## src/lpcg_pkg.sv

```systemverilog
package lpcg_pkg;

    typedef struct packed {
        logic [7:0] red;
        logic [7:0] green;
        logic [7:0] blue;
    } t_rgb;

    localparam logic [2:0] PAL_RAINBOW    = 3'd0;
    localparam logic [2:0] PAL_WHEEL      = 3'd1;
    localparam logic [2:0] PAL_FLAME      = 3'd2;
    localparam logic [2:0] PAL_COLD       = 3'd3;
    localparam logic [2:0] PAL_WARM       = 3'd4;
    localparam logic [2:0] PAL_ICE_TINT   = 3'd5;
    localparam logic [2:0] PAL_AMBER_TINT = 3'd6;
    localparam logic [2:0] PAL_NONE       = 3'd7;

    localparam logic [7:0] WHEEL_SEG1 = 8'd85;
    localparam logic [7:0] WHEEL_SEG2 = 8'd170;
    localparam logic [7:0] FULL       = 8'd255;
    localparam logic [6:0] FLAME_HALF = 7'd42;
    localparam logic [6:0] FLAME_TOP  = 7'd84;
    localparam logic [6:0] RAMP_FOLD  = 7'd127;

    localparam t_rgb ICE_TINT   = '{red: 8'hF0, green: 8'hF8, blue: 8'hFF};
    localparam t_rgb AMBER_TINT = '{red: 8'hFF, green: 8'hCF, blue: 8'h48};
    localparam t_rgb BLACK      = '{red: 8'h00, green: 8'h00, blue: 8'h00};

    localparam t_rgb RAINBOW_TAB [7] = '{
        '{red: 8'hFF, green: 8'h00, blue: 8'h00},
        '{red: 8'hFF, green: 8'h7F, blue: 8'h00},
        '{red: 8'hFF, green: 8'hFF, blue: 8'h00},
        '{red: 8'h00, green: 8'hFF, blue: 8'h00},
        '{red: 8'h42, green: 8'hAA, blue: 8'hFF},
        '{red: 8'h00, green: 8'h00, blue: 8'hFF},
        '{red: 8'h8B, green: 8'h00, blue: 8'hFF}
    };

    // three-segment red -> green -> blue wheel
    function automatic t_rgb wheel(input logic [7:0] p);
        t_rgb       c;
        logic [7:0] q;
        logic [7:0] q3;
        if (p < WHEEL_SEG1) begin
            q3      = (p << 1) + p;
            c.red   = FULL - q3;
            c.green = q3;
            c.blue  = 8'd0;
        end else if (p < WHEEL_SEG2) begin
            q       = p - WHEEL_SEG1;
            q3      = (q << 1) + q;
            c.red   = 8'd0;
            c.green = FULL - q3;
            c.blue  = q3;
        end else begin
            q       = p - WHEEL_SEG2;
            q3      = (q << 1) + q;
            c.red   = q3;
            c.green = 8'd0;
            c.blue  = FULL - q3;
        end
        return c;
    endfunction

endpackage

```

## src/led_palette_color_generator.sv

```systemverilog
// LED palette color generator.
// Input channel: i_valid / o_stall with i_palette (3 bits) and i_color_index
// (8 bits). An item is taken at a clock edge with i_valid high and o_stall low.
// Output channel: o_valid / i_stall with o_red, o_green, o_blue. A color is
// taken at a clock edge with o_valid high and i_stall low.
// Each item yields exactly one color; palette code 7 gives black.
// An item taken at an edge sits in the input register; its color moves into
// the result register, with o_valid high, once that register is empty or
// i_stall is low. Throughput: one item per cycle while i_stall is low; the
// color math is a single combinational pass between the two registers.
// While the receiver stalls, the result register holds its color and the
// input register can still take one more item, so o_stall rises only while
// both registers are full and i_stall is high. o_stall depends
// combinationally on i_stall.
// Reset (i_rst_n low, synchronous) empties both registers; o_valid drops.
module led_palette_color_generator (
    input  logic       i_clk,
    input  logic       i_rst_n,
    input  logic       i_valid,
    output logic       o_stall,
    input  logic [2:0] i_palette,
    input  logic [7:0] i_color_index,
    output logic       o_valid,
    input  logic       i_stall,
    output logic [7:0] o_red,
    output logic [7:0] o_green,
    output logic [7:0] o_blue
);

    logic                r_s1_valid;
    logic [2:0]          r_s1_palette;
    logic [7:0]          r_s1_index;
    logic                r_out_valid;
    lpcg_pkg::t_rgb      r_out_color;
    lpcg_pkg::t_rgb      n_color;

    logic                s1_move;
    logic                in_acc;

    logic [4:0]          m7_a;
    logic [3:0]          m7_b;
    logic [2:0]          idx_mod7;
    logic [14:0]         flame_prod;
    logic [15:0]         flame_sum;
    logic [6:0]          flame_s;
    logic [6:0]          flame_pos;
    logic [6:0]          ramp_k;
    logic [7:0]          ramp_2k;

    assign s1_move = r_s1_valid && (!r_out_valid || !i_stall);
    assign o_stall = r_s1_valid && !s1_move;
    assign in_acc  = i_valid && !o_stall;

    always_comb begin
        // mod 7 by summing octal digits, since 8 == 1 (mod 7)
        m7_a = {2'b00, r_s1_index[2:0]} + {2'b00, r_s1_index[5:3]}
             + {3'b000, r_s1_index[7:6]};
        m7_b = {1'b0, m7_a[2:0]} + {2'b00, m7_a[4:3]};
        idx_mod7 = (m7_b >= 4'd7) ? 3'(m7_b - 4'd7) : m7_b[2:0];

        // s = idx * 84 / 255, division via (x + (x >> 8) + 1) >> 8
        flame_prod = ({7'd0, r_s1_index} << 6) + ({7'd0, r_s1_index} << 4)
                   + ({7'd0, r_s1_index} << 2);
        flame_sum  = {1'b0, flame_prod} + {9'd0, flame_prod[14:8]} + 16'd1;
        flame_s    = flame_sum[14:8];
        if (flame_s < lpcg_pkg::FLAME_HALF) begin
            flame_pos = flame_s;
        end else if (flame_s == lpcg_pkg::FLAME_TOP) begin
            flame_pos = 7'd0;
        end else begin
            flame_pos = lpcg_pkg::FLAME_TOP - flame_s;
        end

        ramp_k  = r_s1_index[7] ? (lpcg_pkg::RAMP_FOLD - r_s1_index[6:0])
                                : r_s1_index[6:0];
        ramp_2k = {ramp_k, 1'b0};

        case (r_s1_palette)
            lpcg_pkg::PAL_RAINBOW: begin
                n_color = lpcg_pkg::RAINBOW_TAB[idx_mod7];
            end
            lpcg_pkg::PAL_WHEEL: begin
                n_color = lpcg_pkg::wheel(r_s1_index);
            end
            lpcg_pkg::PAL_FLAME: begin
                n_color = lpcg_pkg::wheel({1'b0, flame_pos});
            end
            lpcg_pkg::PAL_COLD: begin
                n_color.red   = 8'd0;
                n_color.green = lpcg_pkg::FULL - ramp_2k;
                n_color.blue  = ramp_2k;
            end
            lpcg_pkg::PAL_WARM: begin
                n_color.red   = lpcg_pkg::FULL - ramp_2k;
                n_color.green = 8'd0;
                n_color.blue  = ramp_2k;
            end
            lpcg_pkg::PAL_ICE_TINT: begin
                n_color = lpcg_pkg::ICE_TINT;
            end
            lpcg_pkg::PAL_AMBER_TINT: begin
                n_color = lpcg_pkg::AMBER_TINT;
            end
            default: begin
                n_color = lpcg_pkg::BLACK;
            end
        endcase
    end

    always_ff @(posedge i_clk) begin
        if (!i_rst_n) begin
            r_s1_valid  <= 1'b0;
            r_out_valid <= 1'b0;
        end else begin
            if (in_acc) begin
                r_s1_valid <= 1'b1;
            end else if (s1_move) begin
                r_s1_valid <= 1'b0;
            end
            if (s1_move) begin
                r_out_valid <= 1'b1;
            end else if (!i_stall) begin
                r_out_valid <= 1'b0;
            end
        end
    end

    always_ff @(posedge i_clk) begin
        if (in_acc) begin
            r_s1_palette <= i_palette;
            r_s1_index   <= i_color_index;
        end
        if (s1_move) begin
            r_out_color <= n_color;
        end
    end

    assign o_valid = r_out_valid;
    assign o_red   = r_out_color.red;
    assign o_green = r_out_color.green;
    assign o_blue  = r_out_color.blue;

    a_reset_empty: assert property (@(posedge i_clk)
        !i_rst_n |=> !o_valid && !r_s1_valid)
        else $error("pipeline not empty after reset");

    a_stall_when_full: assert property (@(posedge i_clk) disable iff (!i_rst_n)
        r_s1_valid && r_out_valid && i_stall |-> o_stall)
        else $error("input taken while both registers full");

    a_no_stall_when_empty: assert property (@(posedge i_clk) disable iff (!i_rst_n)
        !r_s1_valid |-> !o_stall)
        else $error("stall raised with empty input register");

    a_accept_loads: assert property (@(posedge i_clk) disable iff (!i_rst_n)
        in_acc |=> r_s1_valid)
        else $error("accepted item lost in input register");

    a_none_is_black: assert property (@(posedge i_clk) disable iff (!i_rst_n)
        s1_move && r_s1_palette == lpcg_pkg::PAL_NONE
        |=> o_valid && o_red == 8'd0 && o_green == 8'd0 && o_blue == 8'd0)
        else $error("undefined palette did not give black");

endmodule
```

## config.mk

```make
export PLATFORM = sky130hd
export DESIGN_NAME = led_palette_color_generator
export DESIGN_NICKNAME = d
export VERILOG_FILES = /design/src/lpcg_pkg.sv /design/src/led_palette_color_generator.sv
export SDC_FILE = /design/constraint.sdc
export NUM_CORES = 1
export LEC_CHECK = 0
export BUFFER_PORTS_ARGS = -buffer_cell sky130_fd_sc_hd__buf_2
export CAP_MARGIN = 20
export CORE_ASPECT_RATIO = 0.5
export CORE_MARGIN = 5
export CORE_UTILIZATION = 62
export CTS_CLUSTER_SIZE = 8
export DETAILED_ROUTE_END_ITERATION = 8
export GPL_TIMING_DRIVEN = 0
export PLACE_DENSITY = 0.82
export SLEW_MARGIN = 20
export SYNTH_ARGS = -nofsm -noshare
export SYNTH_HDL_FRONTEND = slang
export SYNTH_SLANG_ARGS = --single-unit
```

## constraint.sdc

```tcl
create_clock -name i_clk -period 9.2 [get_ports i_clk]
set_clock_uncertainty 0.15 [all_clocks]
set_input_delay 0 -clock i_clk [delete_from_list [all_inputs] [get_ports i_clk]]
set_output_delay 0 -clock i_clk [all_outputs]
set_load 0.005 [all_outputs]
```

==> flow_summary.json <==
{
  "cts_htree_levels": 2,
  "hold_viol_final": 0,
  "fmax_ghz": 0.118,
  "grt_pass1_vias": 4550,
  "fillCellCount": 625,
  "antenna_found_initial": 0,
  "startpoint_type": "flop",
  "wl_per_cell_um": 18.1,
  "fin_crit_ps": 8510,
  "dp.cells": 744,
  "synth_seq_cells": 37,
  "final_cell_mix": "ha_1 (70), a21oi_1 (56), nand2_1 (53)",
  "grt_pass1_wl_um": 23100,
  "synth-seq-area-share_pct": 21.4,
  "critical-path-max-stage-delay_ps": 830,
  "overflow": 0,
  "grt_max_degree": 25,
  "clkSlewWorstSetupHoldPaths_ps": 60,
  "fp-row-count": 23,
  "clk_path_buf_depth": 2,
  "core_mm2": 0.00800,
  "synth_cell_types": 72,
  "dieArea_mm2": 0.0103,
  "yosysWarnings": 0,
  "final_antenna_net_count": 0,
  "gp_congestion": 0.995,
  "worst_pin_slew_ps": 803,
  "vias": 4838,
  "drc": 0,
  "netlist.top_cell.by_area": "edfxtp_1",
  "syn_inst": 591,
  "die_x_um": 138,
  "postCtsSetupBuffers": 0,
  "antenna_cells": 0,
  "drtIter0Drc": 644,
  "vias_per_cell": 6.32,
  "r2r_setup_slack_ps": 690,
  "track_usage_pct": 28.1,
  "ys.flop_type": "edfxtp_1",
  "cp_slowest_cell": "edfxtp_1",
  "yosys-top-cells-area": "edfxtp_1 (21%), ha_1 (17%), xnor2_1 (6.4%), a21oi_1 (5.5%), fa_1 (5.1%)",
  "syn_avg_cell_area_um2": 8.63,
  "async_reset_ff_share_pct": 0,
  "clk_latency_ps": 290,
  "cts_buffers": 5,
  "cp.arrival_ps": 8390,
  "final_common_cell": "ha_1",
  "final-setup-viol-count": 0,
  "crit_path_end_kind": "flop",
  "power.density_mw_per_mm2": 305,
  "crit_fanout": 14,
  "drive_gt1_share_pct": 11.0,
  "area_delta_synth_final_pct": 13.5,
  "ioPinCount": 41,
  "irDropWorstVdd_mv": 0.269,
  "nNetsFinal": 751,
  "io_buffer_count": 40,
  "slew_headroom_pct": 45.8,
  "syn_area_mm2": 0.00510,
  "synth_edf_count": 35,
  "wl_um": 13900,
  "first_pass_iters": 6,
  "fin_setup_tns_ps": 0,
  "start_util_pct": 63.8,
  "slew_violations": 0,
  "drv_cap": 0,
  "hold_path.class": "input port to flop",
  "fin_util_pct": 72.4,
  "critPathRequiredTime_ps": 9080,
  "dp_hpwl_um": 10900,
  "synth_top_cell_area_share_pct": 20.6,
  "cts_tree": "built",
  "status": "completed",
  "synth_nets": 689,
  "rsz0062_at_grt": "no",
  "power_uw": 1770,
  "cts.sinks": 37,
  "path_class": "flop to flop",
  "leakagePower_uw": 0.00249,
  "die_y_um": 74.1,
  "cts-root-buf": "clkbuf_16",
  "finalNonFillerCells": 766,
  "fin_hold_ws_ps": 148,
  "period_share_pct": 92.5
}
[where the power goes]
| group | total (µW) | internal, µW | switching (µW) |
|---|---|---|---|
| Sequential | 223 | 210 | 12.1 |
| Clock | 199 | 128 | 70.4 |
| Combinational | 1350 | 531 | 817 |
[critical path, delay by kind of cell, from the launching register on]
family | cells | cell delay (ps)
AO/OA/AOI/OAI | 11 | 2840
AND/OR/NAND/NOR | 6 | 1090
adder cells (fa/ha/maj) | 6 | 2050
buffers and inverters | 5 | 630
flip-flops | 1 | 830
XOR/XNOR | 3 | 690
[final timing paths]
kind	start	end	depth (start not counted)
setup / recovery	r_s1_index[2]$_DFFE_PP_	o_blue[7]$_DFFE_PP_	31
hold / removal	i_valid	r_s1_index[4]$_DFFE_PP_	2
setup reg to reg	r_s1_index[2]$_DFFE_PP_	o_blue[7]$_DFFE_PP_	31
hold reg to reg	r_s1_valid$_SDFFE_PN0P_	o_valid$_SDFFE_PN0P_	2
[cell families (layout without fill, tap and decap cells)]
family,count (synthesis),in the layout,share of synthesized area [%]
flops,37,37,21.4
compound gates,202,202,26.6
mux,7,7,1.37
simple gates,149,149,13.6
fa+ha+maj,83,83,22.3
xor+xnor,57,57,10.6
buf+inv,56,119,4.24
[state kept, by name (all words and copies together), names as in the netlist]
name and count:
o_blue 8, o_green 8, o_red 8, o_valid 1
r_s1_valid 1, r_s1_index 8, r_s1_palette 3
[routing by layer]
layer  routed length, µm  share of wire [%]  vias up  track usage, %
met3                1410                 10       51            7.00
li1                    -                  -     2299               -
met5                   0                  0        -               0
met2                5670                 41      268            44.4
met4                 417                3.0        0            8.11
met1                6370                 46     2220            39.1
[timing repair]
item	CTS	global route
hold buffers	14	0
endpoints found under the hold margin	13	0
gates resized for setup	0	0
[synth_stat cells, types with 5 or more instances]
| master | number |
|---|---|
| a211oi_1 | 6 |
| a21o_1 | 15 |
| a21oi_1 | 56 |
| a31oi_1 | 9 |
| clkbuf_1 | 12 |
| edfxtp_1 | 35 |
| fa_1 | 13 |
| ha_1 | 70 |
| inv_1 | 39 |
| mux2i_1 | 7 |
| nand2_1 | 53 |
| nand3_1 | 12 |
| nor2_1 | 43 |
| nor2b_1 | 7 |
| nor3_1 | 10 |
| o2111ai_1 | 5 |
| o211ai_1 | 7 |
| o21a_1 | 6 |
| o21ai_0 | 42 |
| o21bai_1 | 10 |
| o221ai_1 | 5 |
| xnor2_1 | 37 |
| xor2_1 | 16 |
[area by class of cell]
class / instances / area [µm²] / area share, %
Tap cell: 112 / 140 / 2.42
Inverter: 43 / 166 / 2.87
Clock buffer: 5 / 125 / 2.16
Sequential cell: 37 / 1090 / 18.8
Clock inverter: 3 / 43.8 / 0.756
Buffer: 13 / 50.0 / 0.864
Multi-Input combinational cell: 498 / 3810 / 65.7
Timing Repair Buffer: 55 / 368 / 6.35
[per-stage QoR]
step / setup WS (ps) / area [µm²]
floorplan: 1970 / 5100
global placement: 928 / 5440
detailed placement: 801 / 5480
CTS: 782 / 5790
global route: 77.5 / 5790
finish: 691 / 5790
Power figures use the tool's default switching activity.
